$ cat config.mk
export PLATFORM = sky130hd
export DESIGN_NAME = itl_ctrl
export DESIGN_NICKNAME = d
export VERILOG_FILES = /design/src/hw/rtl/itl_pkg.sv /design/src/hw/rtl/itl_ctrl.sv
export SDC_FILE = /design/constraint.sdc
export NUM_CORES = 1
export LEC_CHECK = 0
export BUFFER_PORTS_ARGS = -buffer_cell sky130_fd_sc_hd__clkbuf_2
export CAP_MARGIN = 5
export CELL_PAD_IN_SITES_DETAIL_PLACEMENT = 1
export CELL_PAD_IN_SITES_GLOBAL_PLACEMENT = 1
export CORE_AREA = 2 2 39 41
export DETAILED_ROUTE_END_ITERATION = 10
export DIE_AREA = 0 0 41 43
export HOLD_SLACK_MARGIN = 0.02
export PLACE_DENSITY_LB_ADDON = 0.1
export SETUP_SLACK_MARGIN = 0.5
export SLEW_MARGIN = 20
export SYNTH_ARGS = -nofsm -noshare
export SYNTH_HDL_FRONTEND = slang
export SYNTH_SLANG_ARGS = --single-unit
$ cat constraint.sdc
create_clock -name clk_i -period 2.4 [get_ports clk_i]
set_input_delay 0.48 -clock clk_i [delete_from_list [all_inputs] [get_ports clk_i]]
set_output_delay 0.48 -clock clk_i [all_outputs]
set_load 0.005 [all_outputs]
$ cat src/hw/rtl/itl_pkg.sv
// Package for the interpolated table lookup: item types, codes, sizes.
// No dependencies; used by every module of the block.
`default_nettype none
package itl_pkg;
  localparam int unsigned TableDepth = 256;
  localparam int unsigned AddrW = $clog2(TableDepth);
  localparam int unsigned CountW = AddrW + 1;
  localparam int unsigned DivW = 48;

  localparam logic [1:0] KindClear  = 2'd0;
  localparam logic [1:0] KindAppend = 2'd1;
  localparam logic [1:0] KindQuery  = 2'd2;

  localparam logic [1:0] StatusOk    = 2'd0;
  localparam logic [1:0] StatusEmpty = 2'd1;
  localparam logic [1:0] StatusFull  = 2'd2;

  localparam logic [1:0] RegStart = 2'd0;
  localparam logic [1:0] RegEnd   = 2'd1;
  localparam logic [1:0] RegStep  = 2'd2;
  localparam logic [1:0] RegMode  = 2'd3;

  typedef struct packed {
    logic [1:0]         kind;
    logic signed [31:0] sample_value;
    logic signed [31:0] query_x;
  } in_item_t;

  typedef struct packed {
    logic signed [31:0] y_out;
    logic [1:0]         status;
  } out_item_t;

  // Controller to datapath commands.
  typedef struct packed {
    logic load;      // capture input item
    logic div_start; // start bin division
    logic div_step;  // one divider iteration
    logic frac_start;
    logic rd;        // floor-correct bin index
    logic mul;       // read samples, latch edge flags and fraction
    logic fin;       // form result
  } itl_cmd_t;

  // Datapath to controller status.
  typedef struct packed {
    logic div_done;
  } itl_sts_t;
endpackage
`default_nettype wire

$ cat src/hw/rtl/itl_ctrl.sv
// Controller FSM sequencing divider, memory read and output handshake.
// Depends on itl_pkg.
`default_nettype none
module itl_ctrl import itl_pkg::*; (
  input  wire logic clk_i,
  input  wire logic rst_ni,
  input  wire logic in_valid_i,
  output logic      in_ready_o,
  input  wire logic [1:0] kind_i,
  input  wire logic empty_i,
  input  wire logic out_ready_i,
  output logic      out_valid_o,
  input  wire itl_sts_t sts_i,
  output itl_cmd_t  cmd_o
);
  typedef enum logic [3:0] {
    SIdle, SDiv0, SDiv, SFix, SFrac0, SFrac, SRead, SMul, SOut
  } state_e;
  state_e state_q;

  assign in_ready_o = (state_q == SIdle) || (state_q == SOut && out_ready_i);
  assign out_valid_o = (state_q == SOut);

  always_comb begin
    cmd_o = '0;
    cmd_o.load = in_valid_i && in_ready_o;
    cmd_o.div_start = (state_q == SDiv0);
    cmd_o.div_step = (state_q == SDiv) || (state_q == SFrac);
    cmd_o.rd = (state_q == SFix);
    cmd_o.frac_start = (state_q == SFrac0);
    cmd_o.mul = (state_q == SRead);
    cmd_o.fin = (state_q == SMul);
  end

  always_ff @(posedge clk_i or negedge rst_ni) begin
    if (!rst_ni) begin
      state_q <= SIdle;
    end else begin
      case (state_q)
        SIdle, SOut: begin
          if (cmd_o.load) state_q <= (kind_i == KindQuery && !empty_i) ? SDiv0 : SOut;
          else if (state_q == SOut && out_ready_i) state_q <= SIdle;
        end
        SDiv0:  state_q <= SDiv;
        SDiv:   if (sts_i.div_done) state_q <= SFix;
        SFix:   state_q <= SFrac0;
        SFrac0: state_q <= SFrac;
        SFrac:  if (sts_i.div_done) state_q <= SRead;
        SRead:  state_q <= SMul;
        SMul:   state_q <= SOut;
        default: state_q <= SIdle;
      endcase
    end
  end
endmodule
`default_nettype wire

==> run summary <==
status: completed
Antenna Nets Post-Route: 0
Synth Warn #: 0
CTS clk-pin slew, worst paths: 0.04 ns
crit path max fanout: 8
Via density: 4.66
most flop-heavy register: state_q
top post-synthesis cells by area: dfrtp_1, a21oi_1, nand2b_1
share of the synthesized area in the top cell type: 28.9%
Layout fillers: 183
Final Max Slew Viols: 0
Post-synth ARST share: 100%
Final Hold Viols: 0
DR iter-0 viols: 3
I/O Buffers: 16
Cell Pwr Density: 494 nW/um^2
synthesized netlist net count: 46
Seq/Total Area, Yosys: 28.9%
initial antenna violation count: 0
library cells used by synthesis: 25
routed via count: 354
top flop regs: state_q x4
critical path type: flip-flop to output port
slew margin rel.: 74.5%
worst hold path class: primary input to async pin
drt wl/cell: 11.7 um
clk_lat worst skew: 0.23 ns
multi-input logic area: 214 sq um
Netlist Area Pre-Place: 347 sq um
Tmin final: 1.78 ns
FF/Latch Area: 104 sq um
setup TNS: 0 ns
number of synthesized flops with an enable pin: 0
CP endpoint kind: output port
final setup fails: 0
Final Skew: 0.00208 ns
Largest register FFs: 4
first-pass GRT wire length: 1310 um
Chip Width: 41 um
die area: 1760 sq um
GRT Resource Usage Total: 11.3%
worst path arrival time: 1.30 ns
Avg Cell Area, Syn: 9.12 sq um
count of state elements after synthesis: 4
Slew @ Worst Pin: 0.382 ns
RSZ-0062 raised after global routing: false
Root Buffer: clkbuf_4
total I/O pin count: 17
leading area contributor after synthesis: dfrtp_1
Inserted Diodes: 0
largest net degree at the start of global routing: 13
HPWL Detailed: 606 um
fraction of layout cells with a size suffix above 1: 56.7%
setup ws final: 0.621 ns
Tcrit/Tclk final: 74.1%
Leakage: 0.236 nW
Longest Clk Path Bufs: 2
Mapped Cells: 38
Critical Path Start Type: flip-flop
Place WS: 0.758 ns
htree depth: 1
GRT overflow: 0
Num CTS Buffers: 3
routability cong.: 0.652
max cap viols: 0
nets@finish: 70
starting density of the core: 25.0%
1st-pass router iterations: 2
CORE AREA: 1380 sq um
vias in the first global route: 311
dominant register cell in the synthesized netlist: dfrtp_1
# rows: 14
CP required: 1.92 ns
Die H: 43 um
f_max: 562 MHz
total wire length: 887 um
drt drc: 0
clock tree sinks: 4
Peak VDD IR: 252 uV
TritonCTS clock tree: yes
area delta synth->final: 43.3%
==> area by class of cell <==
| cell class | count | share of cell area, % |
|---|---|---|
| Clock buffer | 3 | 4.53 |
| Sequential cell | 4 | 20.9 |
| Tap cell | 16 | 4.03 |
| Inverter | 1 | 0.756 |
| Timing Repair Buffer | 23 | 26.7 |
| Multi-Input combinational cell | 29 | 43.1 |
==> cells in the final DEF, fill, tap and decap left out, drive strengths merged <==
cell / count
or3: 1
o21bai: 1
nor3: 2
clkbuf: 19
nand3b: 2
nor2: 3
and4bb: 1
o22a: 1
o22ai: 1
nand2: 2
dfrtp: 4
a21oi: 4
inv: 1
nor4b: 2
xor2: 1
nor2b: 1
buf: 7
or3b: 1
nor3b: 1
and2: 1
nand3: 1
nand2b: 3
==> worst max-delay path, stage by stage (launching register included) <==
cell and delay [ns]:
dfrtp_2 0.44, or3_1 0.40, nor2_1 0.11, clkbuf_2 0.12
==> layer usage <==
metal | GRT usage, % | vias to the layer above | share of wire (%)
met4 | 8.00 | 0 | 0
met1 | 14.0 | 167 | 43
met5 | 0 | - | 0
met3 | 3.66 | 0 | 5.5
met2 | 15.6 | 9 | 52
li1 | - | 178 | -
==> Yosys cell counts (2+ instances only) <==
cell type	n
dfrtp_1	4
nor2_1	3
nor4b_1	2
nand3b_1	2
a21oi_1	4
nand2b_1	3
buf_2	2
==> power by group <==
part,switching (mW),internal (mW)
Clock,0.0243,0.0557
Sequential,0.0174,0.0745
Combinational,0.0299,0.0438
==> per-stage QoR <==
stage / total power [mW] / hold WS [ns] / cells / utilization, % / instance area (sq um)
2_1_floorplan: 0.134 / 0.184 / 38 / - / 347
3_3_place_gp: 0.152 / 0.286 / 66 / 30.2 / 418
3_5_place_dp: 0.154 / 0.288 / 66 / 30.2 / 418
4_1_cts: 0.239 / 0.0377 / 69 / 31.8 / 440
5_1_grt: 0.271 / 0.0293 / 76 / 35.9 / 497
6_report: 0.246 / 0.0457 / 76 / 35.9 / 497
==> cell families after synthesis <==
logic type                count (synthesis)  synth area share [%]
AOI/OAI and AO/OA                         7                  14.1
xor gates and xnor gates                  1                  2.53
buffers and inverters                     5                  9.39
DFF                                       4                  28.9
and+or+nand+nor                          21                  45.1
==> worst paths after layout <==
path | from | end | slack (ns) | cells after the start
worst max-delay path | state_q[1] | in_ready_o | 0.62 | 3
worst min-delay path | rst_ni | state_q[0] | 0.05 | 1
worst max register to register | state_q[1] | state_q[0] | 1.25 | 4
worst min register to register | state_q[0] | state_q[1] | 0.63 | 2
max in group asynchronous | rst_ni | state_q[2] | 2.22 | 1
min in group clk_i | in_valid_i | state_q[0] | 0.54 | 3
==> timing repair <==
item	in CTS	in global routing
endpoints found under the setup margin	0	2
buffers inserted	0	7
resized for setup	0	3
hold buffers	0	0
Power figures use the tool's default switching activity.
